<file path="config.mk">
export PLATFORM = sky130hd
export DESIGN_NAME = icfq_mac
export DESIGN_NICKNAME = d
export VERILOG_FILES = /design/src/rtl/icfq_pkg.sv /design/src/rtl/icfq_mac.sv
export SDC_FILE = /design/constraint.sdc
export NUM_CORES = 1
export LEC_CHECK = 0
export BUFFER_PORTS_ARGS = -buffer_cell sky130_fd_sc_hd__buf_2
export CAP_MARGIN = 20
export CORE_ASPECT_RATIO = 1.4
export CORE_MARGIN = 2
export CORE_UTILIZATION = 57
export CTS_BUF_LIST = sky130_fd_sc_hd__clkbuf_8
export CTS_CLUSTER_DIAMETER = 200
export DETAILED_ROUTE_END_ITERATION = 10
export PLACE_DENSITY = 0.8
export SYNTH_ARGS = -nofsm -noshare
export SYNTH_HDL_FRONTEND = slang
export SYNTH_SLANG_ARGS = --single-unit
export TNS_END_PERCENT = 30
</file>
<file path="constraint.sdc">
create_clock -name aclk -period 5.6 [get_ports aclk]
set_input_delay 0.84 -clock aclk [delete_from_list [all_inputs] [get_ports aclk]]
set_output_delay 0.84 -clock aclk [all_outputs]
set_load 0.02 [all_outputs]
</file>
<file path="src/rtl/icfq_pkg.sv">
// shared types, constants and helpers for the image column fir q16 core
// no dependencies; imported by every module of the block
package icfq_pkg;

    // default sizing, handed to the top level parameters
    localparam int MAX_TAPS_DEF      = 16;
    localparam int MAX_STEP_DEF      = 2048;
    localparam int HISTORY_DEPTH_DEF = 32768;

    // fixed field widths
    localparam int PIX_W        = 8;
    localparam int COEF_W       = 16;
    localparam int ACC_W        = 16;
    localparam int NUM_COEFS    = 16;
    localparam int TAP_COUNT_W  = 5;
    localparam int TAP_STEP_W   = 12;
    localparam int CFG_IDX_W    = 3;
    localparam int CFG_DATA_W   = 64;
    localparam int COEF_REGS    = 4;

    // configuration register indexes
    localparam logic [CFG_IDX_W-1:0] CFG_TAP_COUNT = 3'd0;
    localparam logic [CFG_IDX_W-1:0] CFG_TAP_STEP  = 3'd1;
    localparam logic [CFG_IDX_W-1:0] CFG_COEF_0    = 3'd2;
    localparam logic [CFG_IDX_W-1:0] CFG_COEF_1    = 3'd3;
    localparam logic [CFG_IDX_W-1:0] CFG_COEF_2    = 3'd4;
    localparam logic [CFG_IDX_W-1:0] CFG_COEF_3    = 3'd5;

    typedef enum logic [2:0] {
        ST_IDLE,
        ST_WRITE,
        ST_REDUCE,
        ST_NORM,
        ST_ISSUE,
        ST_DRAIN,
        ST_FINISH
    } seq_state_t;

    // sequencer to multiply-accumulate unit
    typedef struct packed {
        logic              clear;
        logic              issue;
        logic [COEF_W-1:0] coef;
    } mac_ctrl_t;

    // signed read of the sum, clamped to pixel range
    function automatic logic [PIX_W-1:0] clamp_pixel(input logic [ACC_W-1:0] acc);
        logic [PIX_W-1:0] res;
        if (acc[ACC_W-1]) begin
            res = '0;
        end else if (acc[ACC_W-2:PIX_W] != '0) begin
            res = '1;
        end else begin
            res = acc[PIX_W-1:0];
        end
        return res;
    endfunction

endpackage

</file>
<file path="src/rtl/icfq_mac.sv">
// shared multiply-accumulate unit: one tap per cycle, q16 high half, sum mod 2^16
// depends on icfq_pkg for mac_ctrl_t and widths
module icfq_mac import icfq_pkg::*; (
    input  logic             aclk,
    input  logic             aresetn,
    input  mac_ctrl_t        ctrl,
    input  logic [PIX_W-1:0] rdata,
    output logic [ACC_W-1:0] acc,
    output logic             busy
);

    localparam int PROD_W = PIX_W + COEF_W;

    logic              v1_reg;
    logic              v1_next;
    logic              v2_reg;
    logic              v2_next;
    logic [COEF_W-1:0] coef1_reg;
    logic [COEF_W-1:0] coef1_next;
    logic [PIX_W-1:0]  prod_hi_reg;
    logic [PIX_W-1:0]  prod_hi_next;
    logic [ACC_W-1:0]  acc_reg;
    logic [ACC_W-1:0]  acc_next;
    logic [PROD_W-1:0] prod;

    assign prod = PROD_W'(rdata) * PROD_W'(coef1_reg);

    always_comb begin
        // coef is registered alongside the ram read so it meets the registered ram data
        v1_next      = ctrl.issue;
        coef1_next   = ctrl.issue ? ctrl.coef : coef1_reg;
        v2_next      = v1_reg;
        prod_hi_next = v1_reg ? prod[PROD_W-1:COEF_W] : prod_hi_reg;
        if (ctrl.clear) begin
            acc_next = '0;
        end else if (v2_reg) begin
            acc_next = acc_reg + ACC_W'(prod_hi_reg);
        end else begin
            acc_next = acc_reg;
        end
    end

    always_ff @(posedge aclk) begin
        if (!aresetn) begin
            v1_reg <= 1'b0;
            v2_reg <= 1'b0;
        end else begin
            v1_reg <= v1_next;
            v2_reg <= v2_next;
        end
    end

    always_ff @(posedge aclk) begin
        coef1_reg   <= coef1_next;
        prod_hi_reg <= prod_hi_next;
        acc_reg     <= acc_next;
    end

    assign acc  = acc_reg;
    assign busy = v1_reg | v2_reg;

endmodule

</file>
# Word level (Yosys, flattened, before mapping)
# Index checks and enable logic that the tools add are counted.
[classes] reduce_logical=0 div=0 n_lt_le_gt_ge=0 eq_ne=0 muxes=0 n_mul=1 add_sub_neg=1 shift=0 bitwise=1
[op_table] cell="multiplier 8 x 16 -> 24 bit" n=1
[op_table] cell="adder 16 x 8 -> 16 bit" n=1
[op_table] cell="OR 1 bit" n=1
[word_totals] input_bits=28 latch_bits=0 ramBits=0 mem_count=0 romBits=0 reg_bits=42

# Longest topological paths before layout
[depth] depth_word=1 mapped_depth=19 depth_no_buf=18

# Worst setup path after synthesis
# Ideal clock, no wire load.
[synth_path] kind="in2reg" start="in rdata[6]" end="reg prod_hi_reg[5] (data pin)" path_stages=17 setup_ns=0.259 required_time_ns=5.341 t_arrival_ns=5.280 path_buffers=1 slack_ns=0.061 path_cell_list="clkbuf_1 > and2_1 > fa_1 > fa_1 > fa_1 > inv_1 > fa_1 > inv_1 > ha_1 > a211o_1 > a211oi_1 > o21ai_1 > a221o_1 > o31a_1 > a21oi_1 > nor2b_1 > o31a_1"
[synth_between] elab_chain_len=1
[synth_rtl] element="from (decl)" line_no="icfq_mac.sv:7" text="input logic [PIX_W-1:0] rdata,"
[synth_rtl] element="multiplier 8 x 16 -> 24 bit" line_no="icfq_mac.sv:26" text="assign prod = PROD_W'(rdata) * PROD_W'(coef1_reg);"
[synth_rtl] element="via prod[21]" line_no="icfq_mac.sv:24" text="logic [PROD_W-1:0] prod;"
[synth_rtl] element="to (signal assigned)" line_no="icfq_mac.sv:55" text="prod_hi_reg <= prod_hi_next;"
[synth_rtl] element="to (decl)" line_no="icfq_mac.sv:20" text="logic [PIX_W-1:0] prod_hi_reg;"
# The timed path passes the listed nets, and every way through them passes these cells.
# A chain may end at the register's enable or synchronous reset.

# Worst setup path after layout
[layout_path] start="in rdata[3]" end="reg prod_hi_reg[5] (data pin)"
# The elaborated chain is that of the path after synthesis.

==> results.sh <==
export IMPL_outcome="finished, violations left"
export IMPL_failed_checks="DRC"
export IMPL_core_region_area_um2=9080
export IMPL_initial_core_util=0.5878
export IMPL_synth_main_ff_cell="edfxtp_1"
export IMPL_critPathKind="in -> reg"
export IMPL_synthArstFlopShare=0
export IMPL_p_total_w=0.002030
export IMPL_drt_total_wl_um=10150
export IMPL_crit_arrival_ns=5.45
export IMPL_p_leak_nw=2.894
export IMPL_clock_latency_ns=0.29
export IMPL_timing_rr_end="prod_hi_reg[5]"
export IMPL_crit_path_start_kind="primary input"
export IMPL_antenna_found_initial=0
export IMPL_rr_startpoint="coef1_reg[3]"
export IMPL_gp_congestion=0.8513
export IMPL_yosys_cell_types_count=39
export IMPL_io_buffers=44
export IMPL_yosysTopAreaCellShare=0.3150
export IMPL_antenna_cells=0
export IMPL_rrSetupSlack_ns=0.25
export IMPL_die_y_um=118.5
export IMPL_setup_worst_path_start="rdata[3]"
export IMPL_layout_cells_non_filler=698
export IMPL_crit_chain="clkbuf_4 > and2_4 > fa_1 > fa_1 > fa_1 > inv_1 > fa_1 > inv_1 > ha_1 > a211o_1 > a211oi_2 > o21ai_1 > a221o_1 > o31a_1 > a21oi_1 > nor2b_1 > o31a_1"
export IMPL_synth_edf_count=24
export IMPL_syn_nets=700
export IMPL_drv_cap=0
export IMPL_drt_pass1_iter_count=7
export IMPL_drt_iter0_drc=180
export IMPL_grt_pass1_vias=4158
export IMPL_whs_path_depth=2
export IMPL_dieArea_um2=10170
export IMPL_nFillCells=710
export IMPL_rsz0062_at_grt="false"
export IMPL_ys_seq_elements=42
export IMPL_cts_root_buf="clkbuf_8"
export IMPL_hold_path_startpoint="acc[1]"
export IMPL_grt_pass1_wl_um=18060
export IMPL_synth_largest_area_cell="fa_1"
export IMPL_hold_viol=0
export IMPL_drive_gt1_frac=0.1168
export IMPL_finalSetupViolations=0
export IMPL_p_per_area_nw_per_um2=346.5
export IMPL_final_nets=751
export IMPL_r2r_cells=16
export IMPL_fin_worst_skew_ns=0.003686
export IMPL_antenna_left=0
export IMPL_area_growth_pct=9.752
export IMPL_globalRoute_totalOverflow=0
export IMPL_hold_end="acc[1]"
export IMPL_synth_commonest_cells="and2_1, inv_1, fa_1"
export IMPL_cts_max_level=2
export IMPL_syn_cell_area_um2=5338
export IMPL_clock_sinks=42
export IMPL_yosys_warnings=0
export IMPL_vias_per_cell=5.308
export IMPL_ys_seq_area_frac=0.2025
export IMPL_setup_tns_final_ns=0
export IMPL_path_clk_slew_ns=0.08
export IMPL_hp_class="reg -> reg"
export IMPL_pin_count=45
export IMPL_grt_max_degree=18
export IMPL_cts_tree="done"
export IMPL_tightest_slew_ns=0.5344
export IMPL_ys_top_cells_by_area="fa_1, edfxtp_1, and2_1"
export IMPL_worst_setup_path_end_kind="register"
export IMPL_max_clock_freq_mhz=185.1
export IMPL_worstPathRequired_ns=5.65
export IMPL_path_common_cell="fa_1"
export IMPL_synth_most_common_cell="and2_1"
export IMPL_critPathSlowestCell="fa_1"
export IMPL_clock_path_buffers=2
export IMPL_vdd_drop_max_uv=196.2
export IMPL_relSlewSlack=0.6432
export IMPL_final_max_slew_viol_count=0
export IMPL_avgRoutedWirePerCell_um=14.53
export IMPL_fp_row_count=41
export IMPL_drc=4
export IMPL_whs_ns=0.5223
export IMPL_hold_buffers=0
export IMPL_synth_cells=539
export IMPL_via_count=3705
export IMPL_cts_made_buffers=5
export IMPL_slowest_delay_ns=0.54
export IMPL_dp_cells=688
export IMPL_layout_min_cycle_time_ns=5.404
export IMPL_dpl_hpwl_um=8734
export IMPL_grtUsageTotal=0.2192
export IMPL_fin_crit_sh=0.9649
export IMPL_path_max_fanout=12
export IMPL_die_w_um=85.79
export IMPL_syn_avg_cell_area_um2=9.903
==> cell type report <==
type,count,area (µm²),share of cell area
Tap cell,107,133.9,0.02285
Timing Repair Buffer,56,315.3,0.05382
Clock inverter,3,40.04,0.006835
Multi-Input combinational cell,388,3855,0.6581
Clock buffer,5,68.82,0.01175
Sequential cell,42,1081,0.1845
Inverter,97,364.1,0.06215
==> worst max-delay path by stage <==
stage / end / slack, ns / cells past startpoint
detailed placement: prod_hi_reg[6] / -0.1 / 17
finish: prod_hi_reg[5] / 0.20 / 17
CTS: prod_hi_reg[6] / 0.21 / 17
floorplan: prod_hi_reg[5] / 0.06 / 17
global placement: prod_hi_reg[7] / 0.03 / 17
global route: prod_hi_reg[7] / 0.01 / 17
==> what timing repair did <==
action / in CTS / in global routing
setup buffers: 0 / 2
resized for setup: 0 / 5
endpoints found under the setup margin: 0 / 3
==> kinds of logic after synthesis <==
group,synth area share
AO/OA/AOI/OAI,0.06188
XOR/XNOR,0.03118
buffers and inverters,0.07665
multiplexers,0.009377
AND/OR/NAND/NOR,0.1885
adder cells (fa/ha/maj),0.4299
flip-flops,0.2025
==> per-layer routing <==
metal | track usage | vias to the layer above | share of wire | wire [µm]
met5 | 0 | - | 0 | 0
met4 | 0.03175 | 0 | 0.0079 | 80
met3 | 0.03422 | 10 | 0.041 | 413
met2 | 0.4155 | 94 | 0.55 | 5562
met1 | 0.2623 | 1820 | 0.40 | 4089
li1 | - | 1781 | - | -
==> worst max-delay path, delay by kind of cell <==
kind,cells,cell delay [ns]
buffers and inverters,3,0.26
AND/OR/NAND/NOR,2,0.23
adder cells (fa/ha/maj),5,2.35
AO/OA/AOI/OAI,7,1.74
==> per-stage QoR <==
stage | util | instance area [µm²] | setup WS [ns]
2_1_floorplan | - | 5338 | 0.06068
4_1_cts | 0.6421 | 5831 | 0.2104
3_3_place_gp | 0.6302 | 5722 | 0.02801
3_5_place_dp | 0.6302 | 5722 | -0.09817
6_report | 0.6452 | 5858 | 0.1964
5_1_grt | 0.6452 | 5858 | 0.01036
==> power by group <==
group          internal [W]  switching [W]  total, W
Combinational      0.000640       0.000716   0.00136
Clock              0.000132       0.000106  0.000237
Sequential         0.000402      0.0000343  0.000437
Total               0.00117       0.000856   0.00203
==> cells in the final DEF (no fill, tap or decap), types with 2 or more instances in the layout <==
master,synthesis,routed
o21ai_0,12,12
clkbuf_8,0,5
nor2_1,20,20
and3_1,2,2
xor2_1,7,7
nand2_1,28,28
a211oi_2,1,2
dfxtp_1,18,18
buf_2,0,42
xnor2_1,12,12
o31a_1,2,2
buf_4,0,13
and2_1,111,110
a21o_1,7,7
nand4_1,2,2
nor3_1,4,4
or2_2,2,2
inv_1,97,98
mux2i_1,5,5
nor2b_1,3,3
nand3_1,4,4
fa_1,84,84
ha_1,49,49
a21oi_1,15,15
o21a_1,2,2
o211ai_1,2,2
edfxtp_1,24,24
(Power assumes the default switching activity.)
