==> src/rtl/icfq_pkg.sv <==
// shared types, constants and helpers for the image column fir q16 core
// no dependencies; imported by every module of the block
package icfq_pkg;

    // default sizing, handed to the top level parameters
    localparam int MAX_TAPS_DEF      = 16;
    localparam int MAX_STEP_DEF      = 2048;
    localparam int HISTORY_DEPTH_DEF = 32768;

    // fixed field widths
    localparam int PIX_W        = 8;
    localparam int COEF_W       = 16;
    localparam int ACC_W        = 16;
    localparam int NUM_COEFS    = 16;
    localparam int TAP_COUNT_W  = 5;
    localparam int TAP_STEP_W   = 12;
    localparam int CFG_IDX_W    = 3;
    localparam int CFG_DATA_W   = 64;
    localparam int COEF_REGS    = 4;

    // configuration register indexes
    localparam logic [CFG_IDX_W-1:0] CFG_TAP_COUNT = 3'd0;
    localparam logic [CFG_IDX_W-1:0] CFG_TAP_STEP  = 3'd1;
    localparam logic [CFG_IDX_W-1:0] CFG_COEF_0    = 3'd2;
    localparam logic [CFG_IDX_W-1:0] CFG_COEF_1    = 3'd3;
    localparam logic [CFG_IDX_W-1:0] CFG_COEF_2    = 3'd4;
    localparam logic [CFG_IDX_W-1:0] CFG_COEF_3    = 3'd5;

    typedef enum logic [2:0] {
        ST_IDLE,
        ST_WRITE,
        ST_REDUCE,
        ST_NORM,
        ST_ISSUE,
        ST_DRAIN,
        ST_FINISH
    } seq_state_t;

    // sequencer to multiply-accumulate unit
    typedef struct packed {
        logic              clear;
        logic              issue;
        logic [COEF_W-1:0] coef;
    } mac_ctrl_t;

    // signed read of the sum, clamped to pixel range
    function automatic logic [PIX_W-1:0] clamp_pixel(input logic [ACC_W-1:0] acc);
        logic [PIX_W-1:0] res;
        if (acc[ACC_W-1]) begin
            res = '0;
        end else if (acc[ACC_W-2:PIX_W] != '0) begin
            res = '1;
        end else begin
            res = acc[PIX_W-1:0];
        end
        return res;
    endfunction

endpackage

==> src/rtl/icfq_seq.sv <==
// sequencer: ring write, fill tracking, tap address walk and mac issue
// depends on icfq_pkg for the state type, mac_ctrl_t and widths
module icfq_seq import icfq_pkg::*; #(
    parameter int  MAX_TAPS      = MAX_TAPS_DEF,
    parameter int  MAX_STEP      = MAX_STEP_DEF,
    parameter int  HISTORY_DEPTH = HISTORY_DEPTH_DEF,
    localparam int ADDR_W        = $clog2(HISTORY_DEPTH)
) (
    input  logic                                aclk,
    input  logic                                aresetn,
    input  logic                                s_valid,
    output logic                                s_ready,
    input  logic [PIX_W-1:0]                    s_pixel,
    input  logic [TAP_COUNT_W-1:0]              cfg_tap_count,
    input  logic [TAP_STEP_W-1:0]               cfg_tap_step,
    input  logic [NUM_COEFS-1:0][COEF_W-1:0]    coef_bus,
    input  logic                                mac_busy,
    output mac_ctrl_t                           mac_ctrl,
    output logic                                ram_we,
    output logic [ADDR_W-1:0]                   ram_addr,
    output logic [PIX_W-1:0]                    ram_wdata,
    input  logic                                out_free,
    output logic                                res_load
);

    localparam int TAP_W  = (MAX_TAPS > 1) ? $clog2(MAX_TAPS) : 1;
    localparam int STEP_W = $clog2(MAX_STEP + 1);
    localparam int SPAN_W = $clog2((MAX_TAPS - 1) * MAX_STEP + 2);
    localparam int SP_W   = TAP_W + STEP_W;
    // step mod depth via reciprocal multiply, at most one correction
    localparam int SH     = STEP_W + ADDR_W;
    localparam int RCP_W  = STEP_W + 1;
    localparam int PQ_W   = STEP_W + RCP_W;
    localparam int R_W    = STEP_W + ADDR_W + 1;
    localparam logic [63:0]      RECIP_FULL = (64'd1 << SH) / 64'(HISTORY_DEPTH);
    localparam logic [RCP_W-1:0] RECIP      = RCP_W'(RECIP_FULL);
    localparam logic [ADDR_W:0]  DEPTH_X    = (ADDR_W + 1)'(HISTORY_DEPTH);
    localparam logic [ADDR_W-1:0] LAST_ADDR = ADDR_W'(HISTORY_DEPTH - 1);

    seq_state_t         state_reg;
    seq_state_t         state_next;
    logic [PIX_W-1:0]   pix_reg;
    logic [PIX_W-1:0]   pix_next;
    logic [ADDR_W-1:0]  wp_reg;
    logic [ADDR_W-1:0]  wp_next;
    logic [SPAN_W-1:0]  fill_reg;
    logic [SPAN_W-1:0]  fill_next;
    logic [SPAN_W-1:0]  span_m1_reg;
    logic [SPAN_W-1:0]  span_m1_next;
    logic [STEP_W-1:0]  q_reg;
    logic [STEP_W-1:0]  q_next;
    logic [ADDR_W:0]    r_reg;
    logic [ADDR_W:0]    r_next;
    logic [ADDR_W-1:0]  step_mod_reg;
    logic [ADDR_W-1:0]  step_mod_next;
    logic [ADDR_W-1:0]  addr_reg;
    logic [ADDR_W-1:0]  addr_next;
    logic [TAP_W-1:0]   k_reg;
    logic [TAP_W-1:0]   k_next;

    logic [TAP_W-1:0]   taps_m1;
    logic [STEP_W-1:0]  step_eff;
    logic [SP_W-1:0]    span_prod;
    logic [PQ_W-1:0]    q_prod;
    logic [R_W-1:0]     qd;
    logic [R_W-1:0]     r_full;
    logic [ADDR_W:0]    addr_wrap;
    logic [ADDR_W-1:0]  addr_dec;
    logic [ADDR_W-1:0]  wp_inc;
    logic [SPAN_W-1:0]  fill_new;
    logic               emit;

    // effective tap count and step
    always_comb begin
        if (cfg_tap_count == '0) begin
            taps_m1 = '0;
        end else if (32'(cfg_tap_count) > MAX_TAPS) begin
            taps_m1 = TAP_W'(MAX_TAPS - 1);
        end else begin
            taps_m1 = TAP_W'(cfg_tap_count - 1'b1);
        end
        if (cfg_tap_step == '0) begin
            step_eff = STEP_W'(1);
        end else if (32'(cfg_tap_step) > MAX_STEP) begin
            step_eff = STEP_W'(MAX_STEP);
        end else begin
            step_eff = STEP_W'(cfg_tap_step);
        end
    end

    assign span_prod = SP_W'(taps_m1) * SP_W'(step_eff);
    assign q_prod    = PQ_W'(step_eff) * PQ_W'(RECIP);
    assign qd        = R_W'(q_reg) * R_W'(HISTORY_DEPTH);
    assign r_full    = R_W'(step_eff) - qd;

    assign wp_inc    = (wp_reg == LAST_ADDR) ? '0 : wp_reg + 1'b1;
    assign addr_wrap = {1'b0, addr_reg} + DEPTH_X - {1'b0, step_mod_reg};
    assign addr_dec  = (addr_reg >= step_mod_reg) ? addr_reg - step_mod_reg
                                                  : ADDR_W'(addr_wrap);

    // fill saturates at the window span, emit once a full window is held
    assign fill_new = (fill_reg <= span_m1_reg) ? fill_reg + 1'b1 : fill_reg;
    assign emit     = fill_new > span_m1_reg;

    // next state
    always_comb begin
        state_next = state_reg;
        case (state_reg)
            ST_IDLE: begin
                if (s_valid) begin
                    state_next = ST_WRITE;
                end
            end
            ST_WRITE: begin
                state_next = ST_REDUCE;
            end
            ST_REDUCE: begin
                state_next = emit ? ST_NORM : ST_IDLE;
            end
            ST_NORM: begin
                state_next = ST_ISSUE;
            end
            ST_ISSUE: begin
                if (k_reg == '0) begin
                    state_next = ST_DRAIN;
                end
            end
            ST_DRAIN: begin
                if (!mac_busy) begin
                    state_next = ST_FINISH;
                end
            end
            ST_FINISH: begin
                if (out_free) begin
                    state_next = ST_IDLE;
                end
            end
            default: begin
                state_next = ST_IDLE;
            end
        endcase
    end

    // outputs
    always_comb begin
        s_ready        = 1'b0;
        ram_we         = 1'b0;
        ram_addr       = addr_reg;
        ram_wdata      = pix_reg;
        mac_ctrl.clear = 1'b0;
        mac_ctrl.issue = 1'b0;
        mac_ctrl.coef  = '0;
        res_load       = 1'b0;
        case (state_reg)
            ST_IDLE: begin
                s_ready = 1'b1;
            end
            ST_WRITE: begin
                ram_we   = 1'b1;
                ram_addr = wp_reg;
            end
            ST_NORM: begin
                mac_ctrl.clear = 1'b1;
            end
            ST_ISSUE: begin
                mac_ctrl.issue = 1'b1;
                // taps past the coefficient registers weigh zero
                if (32'(k_reg) < NUM_COEFS) begin
                    mac_ctrl.coef = coef_bus[4'(k_reg)];
                end
            end
            ST_FINISH: begin
                res_load = out_free;
            end
            default: begin
                s_ready = 1'b0;
            end
        endcase
    end

    // datapath registers
    always_comb begin
        pix_next      = pix_reg;
        wp_next       = wp_reg;
        fill_next     = fill_reg;
        span_m1_next  = span_m1_reg;
        q_next        = q_reg;
        r_next        = r_reg;
        step_mod_next = step_mod_reg;
        addr_next     = addr_reg;
        k_next        = k_reg;
        case (state_reg)
            ST_IDLE: begin
                if (s_valid) begin
                    pix_next = s_pixel;
                end
            end
            ST_WRITE: begin
                wp_next      = wp_inc;
                span_m1_next = SPAN_W'(span_prod);
                q_next       = STEP_W'(q_prod >> SH);
                addr_next    = wp_reg;
            end
            ST_REDUCE: begin
                fill_next = fill_new;
                r_next    = (ADDR_W + 1)'(r_full);
            end
            ST_NORM: begin
                step_mod_next = (r_reg >= DEPTH_X) ? ADDR_W'(r_reg - DEPTH_X)
                                                   : ADDR_W'(r_reg);
                k_next        = taps_m1;
            end
            ST_ISSUE: begin
                // newest tap first, walking back one step per cycle
                addr_next = addr_dec;
                k_next    = k_reg - 1'b1;
            end
            default: begin
                k_next = k_reg;
            end
        endcase
    end

    always_ff @(posedge aclk) begin
        if (!aresetn) begin
            state_reg <= ST_IDLE;
            wp_reg    <= '0;
            fill_reg  <= '0;
        end else begin
            state_reg <= state_next;
            wp_reg    <= wp_next;
            fill_reg  <= fill_next;
        end
    end

    always_ff @(posedge aclk) begin
        pix_reg      <= pix_next;
        span_m1_reg  <= span_m1_next;
        q_reg        <= q_next;
        r_reg        <= r_next;
        step_mod_reg <= step_mod_next;
        addr_reg     <= addr_next;
        k_reg        <= k_next;
    end

endmodule

==> config.mk <==
export PLATFORM = sky130hd
export DESIGN_NAME = icfq_seq
export DESIGN_NICKNAME = d
export VERILOG_FILES = /design/src/rtl/icfq_pkg.sv /design/src/rtl/icfq_seq.sv
export SDC_FILE = /design/constraint.sdc
export NUM_CORES = 1
export LEC_CHECK = 0
export BUFFER_PORTS_ARGS = -buffer_cell sky130_fd_sc_hd__buf_4
export CORE_MARGIN = 3
export CORE_UTILIZATION = 25
export CTS_BUF_LIST = sky130_fd_sc_hd__clkbuf_8 sky130_fd_sc_hd__clkbuf_16
export DETAILED_ROUTE_END_ITERATION = 16
export PLACE_DENSITY = 0.49
export SLEW_MARGIN = 20
export SYNTH_ARGS = -nofsm -noshare
export SYNTH_HDL_FRONTEND = slang
export SYNTH_SLANG_ARGS = --single-unit
==> constraint.sdc <==
create_clock -name aclk -period 6 [get_ports aclk]
set_input_delay 1.2 -clock aclk [delete_from_list [all_inputs] [get_ports aclk]]
set_output_delay 1.2 -clock aclk [all_outputs]
set_load 0.02 [all_outputs]
### After elaboration in Yosys (flattened, before gate mapping)

Cells that the tools add are included.

| word-level totals | value |
|---|---|
| flip-flop bits (word level) | 100 |
| word-level logic and storage cells | 69 |

| cells by class | value |
|---|---|
| $add $sub $neg | 8 |
| multipliers | 1 |
| magnitude comparators | 7 |
| equality and inequality tests | 11 |
| mux-type cells | 24 |
| reductions and logical operators | 8 |

Operator list:

| cell | count |
|---|---|
| binary-select mux 16 bit (select 4 bit) | 1 |
| two-way mux 15 bit | 4 |
| adder 15 x 1 -> 15 bit (second input constant) | 3 |
| two-way mux 12 bit | 3 |
| case mux 15 bit (2 select lines) | 1 |
| subtractor 15 bit | 2 |
| case mux 3 bit (7 select lines) | 1 |
| two-way mux 17 bit | 1 |
| >= comparator 12 x 16 -> 1 bit (second input constant) | 1 |
| two-way mux 16 bit | 1 |
| equality test 15 bit (second input constant) | 1 |
| >= comparator 15 bit | 1 |
| > comparator 15 bit | 1 |
| less-or-equal comparator 15 bit | 1 |
| multiplier 4 x 12 -> 15 bit | 1 |
| subtractor 12 x 1 -> 13 bit (second input constant) | 1 |
| > comparator 12 bit (second input constant) | 1 |
| logical NOT 12 bit | 1 |
| two-way mux 3 bit | 4 |
| equality test 3 bit (second input constant) | 3 |
| two-way mux 4 bit | 2 |
| inequality test 2 bit (second input constant) | 4 |
| case mux 4 bit (2 select lines) | 1 |
| subtractor 4 x 1 -> 4 bit (second input constant) | 2 |
| other kinds (12) | 17 |

### Logic depth before layout (Yosys ltp)

| depth | value |
|---|---|
| depth after elaboration | 5 |
| depth in mapped cells | 18 |
| mapped depth without buffers | 18 |

### Worst setup path before layout

Ideal clock, no wire load.

| timing path | value |
|---|---|
| path type | input -> register |
| start | input cfg_tap_count[0] |
| end | register span_m1_reg[14], data pin |
| arrival | 4.794 ns |
| data required time | 5.737 ns |
| slack | 0.944 ns |
| stages on the path | 18 |
| buffers on the path | 0 |
| path through | inv_1 ha_1 o21bai_1 a31oi_1 a21oi_1 and2_1 fa_1 inv_1 fa_1 inv_1 ha_1 nor2b_4 o21ai_2 a21oi_1 or4_1 a31o_1 o41ai_2 xnor2_1 |

| between the ends | value |
|---|---|
| cells in the longest elaborated chain, start to end | 4 |

Ends and longest elaborated chain:

| what | RTL line | source |
|---|---|---|
| start: declaration | icfq_seq.sv:14 | `input logic [TAP_COUNT_W-1:0] cfg_tap_count,` |
| subtractor 4 x 1 -> 4 bit or > comparator 5 bit (tied branches) | icfq_seq.sv:80, icfq_seq.sv:77 |  |
| two-way mux 4 bit | icfq_seq.sv:77 | `end else if (32'(cfg_tap_count) > MAX_TAPS) begin` |
| two-way mux 4 bit (*) | icfq_seq.sv:75 | `if (cfg_tap_count == '0) begin` |
| multiplier 4 x 12 -> 15 bit (*) | icfq_seq.sv:91 | `assign span_prod = SP_W'(taps_m1) * SP_W'(step_eff);` |
| via span_prod[14] | icfq_seq.sv:63 | `logic [SP_W-1:0] span_prod;` |
| end signal: assignment | icfq_seq.sv:238 | `span_m1_reg <= span_m1_next;` |
| end: declaration | icfq_seq.sv:48 | `logic [SPAN_W-1:0] span_m1_reg;` |

Mark *: on every way through the listed nets, which the timed path passes. The rest lies on a longest branch.
A chain may end at the register's enable or synchronous reset.

### Worst setup path in the final report

| timing path | value |
|---|---|
| start | input cfg_tap_count[0] |
| end | register span_m1_reg[13], data pin |

Same word-level chain as after synthesis.

==> impl_metrics.env <==
export IMPL_reg2reg_slack_ps=2070
export IMPL_ys_seq_area_frac=0.290
export IMPL_r2r_start="span_m1_reg[14]"
export IMPL_remaining_drc_errors=0
export IMPL_syn_area_mm2=0.00912
export IMPL_initialDrtViolationCount=487
export IMPL_p_per_area_mw_per_mm2=202
export IMPL_maxSlewHeadroom=0.255
export IMPL_cp_arrival_ps=5280
export IMPL_fin_crit_ps=5180
export IMPL_dpl_worst_slack_ps=439
export IMPL_critPathKind="in2reg"
export IMPL_drive_above_1_share=0.361
export IMPL_clk_pin_slew_ps=70
export IMPL_synth_edf_count=66
export IMPL_utilization=0.346
export IMPL_fmax_mhz=193
export IMPL_grt_pass1_vias=8015
export IMPL_postSynthCellCount=918
export IMPL_setup_tns_ps=0
export IMPL_p_leak_nw=5.56
export IMPL_path_cells="buf_4 > inv_1 > ha_1 > o21bai_1 > a31oi_1 > a21oi_1 > nand2_1 > fa_1 > fa_1 > inv_1 > ha_1 > a211oi_1 > o21bai_1 > a41o_1 > o41ai_2 > o21bai_1 > a21oi_1 > xnor2_1"
export IMPL_internal_power_w=0.00168
export IMPL_multi_input_area_mm2=0.00594
export IMPL_worst_pin_slew_ps=1120
export IMPL_fillers=3721
export IMPL_cts_root_buf="clkbuf_16"
export IMPL_area_growth_syn_to_layout_pct=35.6
export IMPL_dr_total_vias=7941
export IMPL_via_per_inst=4.69
export IMPL_cts_hold_buf=0
export IMPL_routed_wirelength_mm=30.8
export IMPL_grt_first_pass_wirelength_mm=46.1
export IMPL_grt_antenna_before_repair=0
export IMPL_crit_fanout=10
export IMPL_ys_flop_type="edfxtp_1"
export IMPL_setup_violations=0
export IMPL_grt_overflow=0
export IMPL_track_usage=0.152
export IMPL_irDropWorstVdd_mv=0.123
export IMPL_htreeDepth=3
export IMPL_timing_hold_ws_ps=419
export IMPL_yosysWarningCount=0
export IMPL_cts_resized=0
export IMPL_pwr_share_comb=0.395
export IMPL_netSwitchingPower_w=0.000827
export IMPL_cts_setup_buffers=0
export IMPL_total_power_w=0.00250
export IMPL_holdPathEnd="step_mod_reg[2]"
export IMPL_switching_share=0.331
export IMPL_dr_pass1_iters=5
export IMPL_rows=69
export IMPL_io_pins=330
export IMPL_clockBufferDepth=2
export IMPL_dieWidth_um=197
export IMPL_syn_num_nets=1289
export IMPL_synth_distinct_cells=64
export IMPL_start_util=0.255
export IMPL_synth_top_cell_area_share=0.217
export IMPL_critPathCaptureType="flop"
export IMPL_p_clk_frac=0.255
export IMPL_max_stage_delay_ps=600
export IMPL_hold_start="r_reg[2]"
export IMPL_core_area_mm2=0.0357
export IMPL_ant_nets=0
export IMPL_cp_common_cell="o21bai_1"
export IMPL_min_path_cells=0
export IMPL_finalCritPeriodShare=0.864
export IMPL_synthTopCellsByArea="edfxtp_1, mux4_2, ha_1, dfxtp_1, fa_1"
export IMPL_gp_congestion=0.828
export IMPL_dpl_hpwl_mm=25.4
export IMPL_status="completed"
export IMPL_synth_top_cell_by_area="edfxtp_1"
export IMPL_hold_viol_final=0
export IMPL_synth_seq_cells=99
export IMPL_diodes=0
export IMPL_hold_path_class="reg2reg"
export IMPL_clock_latency_ps=350
export IMPL_syn_area_per_cell_um2=9.93
export IMPL_routedWlPerCell_um=18.2
export IMPL_seqCellArea_mm2=0.00264
export IMPL_cts_sinks=99
export IMPL_cts_buffers=9
export IMPL_setup_ws_ps=818
export IMPL_yosys_top_cells_count="nand2_1, nor2_1, inv_1"
export IMPL_rsz0062_at_grt="no"
export IMPL_port_buffers=329
export IMPL_r2r_cells=15
export IMPL_slew_violations=0
export IMPL_synth_most_common_cell="nand2_1"
export IMPL_fin_nets=1597
export IMPL_worst_ep_required_time_ps=6100
export IMPL_reg2reg_to="state_reg[0]"
export IMPL_die_height_um=197
export IMPL_slowest_stage="fa_1"
export IMPL_grt_max_degree=75
export IMPL_dieArea_mm2=0.0388
export IMPL_cts_tree="done"
export IMPL_critPathLaunchType="input port"
export IMPL_ys_async_sr_fraction=0
export IMPL_cap_violations=0
export IMPL_p_seq_frac=0.349
export IMPL_finClkSkew_ps=8.44
-- power by group through the flow --
stage | logic (W) | registers, W | clock network [W]
final | 0.000990 | 0.000874 | 0.000639
after global routing | 0.00110 | 0.000882 | 0.000691
after CTS | 0.000999 | 0.000874 | 0.000666
after detailed placement | 0.000992 | 0.000890 | 0
after global placement | 0.000988 | 0.000888 | 0
after floorplan | 0.000615 | 0.000877 | 0
-- cells in the final DEF (no fill, tap or decap), types with 11 or more instances in the layout --
cell type,Yosys,layout
nand3_1,18,18
o21ai_0,28,28
nand2b_1,17,17
and2_1,24,24
nand2_1,102,102
xnor2_1,42,42
xor2_1,22,22
dfxtp_1,33,33
mux4_2,65,65
a21oi_1,36,36
inv_1,81,82
nor2_1,90,90
ha_1,64,64
a21o_1,12,12
buf_4,3,339
fa_1,21,21
nor3_1,15,15
mux2i_1,13,13
clkbuf_16,0,11
edfxtp_1,66,66
-- area by class of cell --
| cell class | instances | area share |
|---|---|---|
| clock buffer | 11 | 0.0223 |
| clock inverter | 5 | 0.00466 |
| sequential | 99 | 0.214 |
| multi-input combinational | 694 | 0.480 |
| timing repair buffer | 340 | 0.207 |
| inverter | 82 | 0.0250 |
| tap | 461 | 0.0467 |
-- worst max-delay path by stage --
stage,cells after the start,to,from,slack (ps)
after floorplan,18,span_m1_reg[14],cfg_tap_count[0],940
after global placement,18,span_m1_reg[13],cfg_tap_count[0],500
after detailed placement,18,span_m1_reg[13],cfg_tap_count[0],440
after CTS,18,span_m1_reg[13],cfg_tap_count[0],800
after global routing,18,span_m1_reg[13],cfg_tap_count[0],450
final,18,span_m1_reg[13],cfg_tap_count[0],820
-- worst max-delay path: cells and delay by family --
| family | cells | cell delay (ps) |
|---|---|---|
| fa+ha+maj | 4 | 1640 |
| buf+inv | 3 | 200 |
| compound gates | 9 | 1990 |
| xor+xnor | 1 | 90 |
| simple gates | 1 | 160 |
-- routing by layer --
layer | track usage | part of all wire | vias up
li1 | - | - | 3897
met1 | 0.216 | 0.46 | 3772
met2 | 0.231 | 0.45 | 246
met3 | 0.0432 | 0.071 | 26
met4 | 0.0322 | 0.013 | 0
met5 | 0 | 0 | -
-- cells by family after synthesis --
kind of cell,synth area share
and+or+nand+nor,0.170
AOI/OAI and AO/OA,0.0971
buffers and inverters,0.0593
DFF,0.290
muxes,0.188
adders and majority gates,0.134
xor gates and xnor gates,0.0615
-- metrics by stage --
step	std cells	instance area, µm²
after floorplan	918	9120
after CTS	1692	12400
after detailed placement	1676	12000
after global placement	1676	12000
final	1692	12400
after global routing	1692	12400
Note: power is estimated with default switching activity, not from simulation.
